File: src/design/w3ms_pkg.sv
// Shared constants for the 3x3 window mean, median and Sobel core.
// No dependencies.
`timescale 1ns / 1ps

package w3ms_pkg;

    localparam int SQ_W   = 21;   // width of R1^2 + R2^2
    localparam int ROOT_W = 11;   // width of its integer square root
    localparam int DIM_W  = 13;   // width of the held frame dimensions
    localparam int CFG_W  = 11;   // width of configuration data

    localparam logic [CFG_W-1:0] CFG_IDX_WIDTH  = 11'd0;
    localparam logic [CFG_W-1:0] CFG_IDX_HEIGHT = 11'd1;

    localparam logic [12:0] RECIP_NINE = 13'd7282;  // ceil(2^16 / 9)
    localparam int          MIN_DIM    = 3;
    localparam int          MAX_HEIGHT = 1024;

endpackage

File: src/design/w3ms_isqrt.sv
// Iterative integer square root, one result bit per cycle.
// Depends on w3ms_pkg for widths.
`timescale 1ns / 1ps

module w3ms_isqrt (
    input  logic                          i_clk,
    input  logic                          i_rst_n,
    input  logic                          i_start,
    input  logic [w3ms_pkg::SQ_W-1:0]     i_value,
    output logic                          o_done,
    output logic [w3ms_pkg::ROOT_W-1:0]   o_root
);

    localparam int VW = 2 * w3ms_pkg::ROOT_W;
    localparam int RW = w3ms_pkg::ROOT_W + 3;

    logic [VW-1:0]                 r_val;
    logic [RW-1:0]                 r_rem;
    logic [w3ms_pkg::ROOT_W-1:0]   r_root;
    logic [3:0]                    r_cnt;
    logic                          r_busy;
    logic                          r_done;

    logic [RW-1:0]                 n_rem;
    logic [RW-1:0]                 trial;

    always_comb begin
        n_rem = {r_rem[RW-3:0], r_val[VW-1 -: 2]};
        trial = {1'b0, r_root, 2'b01};
    end

    always_ff @(posedge i_clk) begin
        if (!i_rst_n) begin
            r_busy <= 1'b0;
            r_done <= 1'b0;
            r_cnt  <= '0;
        end else begin
            r_done <= 1'b0;
            if (i_start) begin
                r_busy <= 1'b1;
                r_cnt  <= 4'(w3ms_pkg::ROOT_W);
                r_val  <= VW'(i_value);
                r_rem  <= '0;
                r_root <= '0;
            end else if (r_busy) begin
                r_val <= {r_val[VW-3:0], 2'b00};
                if (n_rem >= trial) begin
                    r_rem  <= n_rem - trial;
                    r_root <= {r_root[w3ms_pkg::ROOT_W-2:0], 1'b1};
                end else begin
                    r_rem  <= n_rem;
                    r_root <= {r_root[w3ms_pkg::ROOT_W-2:0], 1'b0};
                end
                r_cnt <= r_cnt - 4'd1;
                if (r_cnt == 4'd1) begin
                    r_busy <= 1'b0;
                    r_done <= 1'b1;
                end
            end
        end
    end

    assign o_done = r_done;
    assign o_root = r_root;

endmodule

File: config.mk
export PLATFORM = sky130hd
export DESIGN_NAME = w3ms_isqrt
export DESIGN_NICKNAME = d
export VERILOG_FILES = /design/src/design/w3ms_pkg.sv /design/src/design/w3ms_isqrt.sv
export SDC_FILE = /design/constraint.sdc
export NUM_CORES = 1
export LEC_CHECK = 0
export ABC_AREA = 1
export BUFFER_PORTS_ARGS = -buffer_cell sky130_fd_sc_hd__buf_2
export CORE_MARGIN = 4
export CORE_UTILIZATION = 55
export CTS_CLUSTER_SIZE = 30
export DETAILED_ROUTE_END_ITERATION = 8
export PLACE_DENSITY = 0.76
export SLEW_MARGIN = 20
export SYNTH_ARGS = -nofsm -noshare
export SYNTH_HDL_FRONTEND = slang
export SYNTH_SLANG_ARGS = --single-unit
File: constraint.sdc
create_clock -name i_clk -period 3.9 [get_ports i_clk]
set_input_delay 0.585 -clock i_clk [delete_from_list [all_inputs] [get_ports i_clk]]
set_output_delay 0.585 -clock i_clk [all_outputs]
set_load 0.02 [all_outputs]
==> flow_summary.toml <==
[status]
outcome = "finished clean"

[placement]
placed_cells = 461
gp_congestion = 0.875
port_buffers = 35
dpl.hpwl_um = 4200
dpl_cell_area_um2 = 3240

[detailed_routing]
wl_per_cell_um = 12.2
firstDrtPassIters = 5
drtIter0Drc = 116
vias_per_cell = 4.97
totalWireLength_um = 5710
drc = 0
antenna_left = 0
vias = 2332

[synth]
yosysSeqAreaShare_pct = 48.9
synth_common_cells = "nand2_1, inv_1, edfxtp_1"
yosysTopAreaCellShare_pct = 44.9
synth_cell_types = 33
yosysMostFrequentCell = "nand2_1"
netlist_top_cells_area = "edfxtp_1, nand2_1, ha_1"
ys_warn_count = 0
synth_area_leader_cell = "edfxtp_1"
postSynthCellCount = 363
synth_ff_type = "edfxtp_1"
ys_ff_latch = 51
synth-edff-count = 45
syn_area_um2 = 3010
avgSynthCellArea_um2 = 8.30
syn_nets = 402
synth-async-reset-ratio_pct = 0

[clock_network]
h-tree-depth = 2
post_cts_buffers = 0
cts_hold_buf = 0
root_buffer = "clkbuf_8"
worstSkewPairLatency_ns = 0.30
cts.clk_slew.worst_paths_ns = 0.10
cts_resized = 0
tritoncts = "yes"
cts_buffers = 5
clock_path_buffers = 2
cts.sinks = 51

[power_and_ir_drop]
cellPowerDensity_nw_per_um2 = 409
p_leak_nw = 1.65
ir_worst_vdd_v = 0.000350

[worst_setup_path]
path_buf_inv = 2
critPathKind = "flip-flop to flip-flop"
required_ns = 3.98
endpoint = "r_rem[11]"
arrival_ns = 2.23
crit_chain = "inv_1 -> ha_1 -> nand2_1 -> nor2_2 -> and2_1 -> nand2_2 -> nand3_4 -> nand2_1 -> nand2_1 -> nand2_1 -> inv_1"
end_kind = "flip-flop"
start_kind = "flip-flop"
cp_num_cells = 11
worst_r2r_endpoint = "r_rem[11]"
critical-path-top-delay-family = "simple AND/OR/NAND/NOR gates"
r2r-start = "o_root[4]"
startpoint = "o_root[4]"
r2r_cells = 11
critical-path-slowest-cell = "edfxtp_1"
cp_max_fo = 24
slowest_delay_ns = 0.44
crit_top_cell = "nand2_1"
r2r_slack_ns = 1.75

[cells_and_area]
fin_area_um2 = 3350
num_antenna_cells = 0
layout.nets = 437
final_cells = 469
nFillCells = 446
area_growth_pct = 11.3
layout-drive-gt1-share_pct = 19.8

[global_routing]
grt_pass1_vias = 2283
grt_pass1_wl_um = 9650
grt_max_degree = 47
antenna_found_initial = 0
grt.total_usage_pct = 18.7
grt-ovfl-total = 0

[sta]
grt_setup_unrepaired = "no"
layout_min_cycle_time_ns = 2.15
finalClockSkew_ns = 0.00360
drv_slew = 0
fin_setup_tns_ns = 0
worstMarginPinSlew_ns = 0.595
fmax_mhz = 465
period_share_pct = 55.2
final_hold_viol_count = 0
setup_viol = 0
slew_headroom_pct = 60.1

[hold_path]
hp-class = "flip-flop to flip-flop"

[run]
maxCapViolations = 0

[die]
dieArea_um2 = 6720
coreArea_um2 = 5200
die_width_um = 82
initial_core_util_pct = 57.9
io_pins = 36
chipHeight_um = 82
fp-row-count = 26
## worst register-to-register path, cell delays in order, from the launching register on
cell	delay (ns)
edfxtp_1	0.44
inv_1	0.13
ha_1	0.28
nand2_1	0.14
nor2_2	0.06
and2_1	0.16
nand2_2	0.08
nand3_4	0.28
nand2_1	0.19
nand2_1	0.07
nand2_1	0.06
inv_1	0.04
## where the power goes
group          internal (mW)  switching, mW
Combinational          0.115          0.208
Clock                  0.195          0.184
Sequential             0.647         0.0208
## layout make-up
type	instances	area [µm²]	share of cell area, %
clock inverters	3	47.5	1.42
inverters	51	191	5.71
clock buffers	5	68.8	2.05
multi-input cells	251	1290	38.4
repair buffers	38	198	5.90
well taps	70	87.6	2.61
flip-flops and latches	51	1470	43.9
## state kept, by name, indices dropped and copies added (netlist names)
signal and flops:
r_rem 12, r_cnt 4, o_root 11, r_val 22
r_busy 1, o_done 1
## cells by family after synthesis
kind of cell               count (synthesis)  share of synthesized area [%]
and+or+nand+nor                          217                           31.8
buffers and inverters                     61                           8.60
DFF                                       51                           48.9
adders and majority gates                 15                           6.23
AOI/OAI and AO/OA                         14                           3.07
xor gates and xnor gates                   5                           1.45
## cells in the final DEF (no fill, tap or decap), drive strengths merged, types with 3 or more instances in the layout
cell	n
buf	38
clkinv	4
inv	49
a21oi	6
dfxtp	6
nand4	4
o21ai	4
nand3	16
nor2	48
ha	15
clkbuf	5
xnor2	3
nand2	144
edfxtp	45
## per-stage QoR
step / hold WS, ns / util [%] / setup WS [ns] / power [mW]
3_3_place_gp: 0.465 / 62.2 / 1.75 / 0.995
6_report: 0.482 / 64.4 / 1.75 / 1.37
3_5_place_dp: 0.469 / 62.2 / 1.74 / 1.00
4_1_cts: 0.485 / 64.4 / 1.75 / 1.38
2_1_floorplan: 0.445 / - / 0.729 / 0.940
5_1_grt: 0.532 / 64.4 / 1.61 / 1.45
## worst min path at each step
| stage | endpoint | cells after the start | startpoint | slack [ns] |
|---|---|---|---|---|
| 6_report | r_cnt[3] | 2 | r_cnt[3] | 0.48 |
| 5_1_grt | r_cnt[1] | 3 | i_rst_n | 0.53 |
| 4_1_cts | r_cnt[3] | 2 | r_cnt[3] | 0.48 |
| 3_5_place_dp | r_cnt[3] | 2 | r_cnt[3] | 0.47 |
| 3_3_place_gp | r_cnt[3] | 2 | r_cnt[3] | 0.46 |
| 2_1_floorplan | r_cnt[3] | 2 | r_cnt[3] | 0.44 |
## metal layers
metal | wire length [µm] | up-vias | global-route usage (%) | part of all wire [%]
met5 | 0 | - | 0 | 0
met4 | 96 | 0 | 7.31 | 1.7
met3 | 343 | 10 | 4.50 | 6.0
met2 | 2700 | 69 | 30.8 | 47
met1 | 2570 | 1042 | 23.7 | 45
li1 | - | 1211 | - | -
Note: power is estimated with default switching activity, not from simulation.
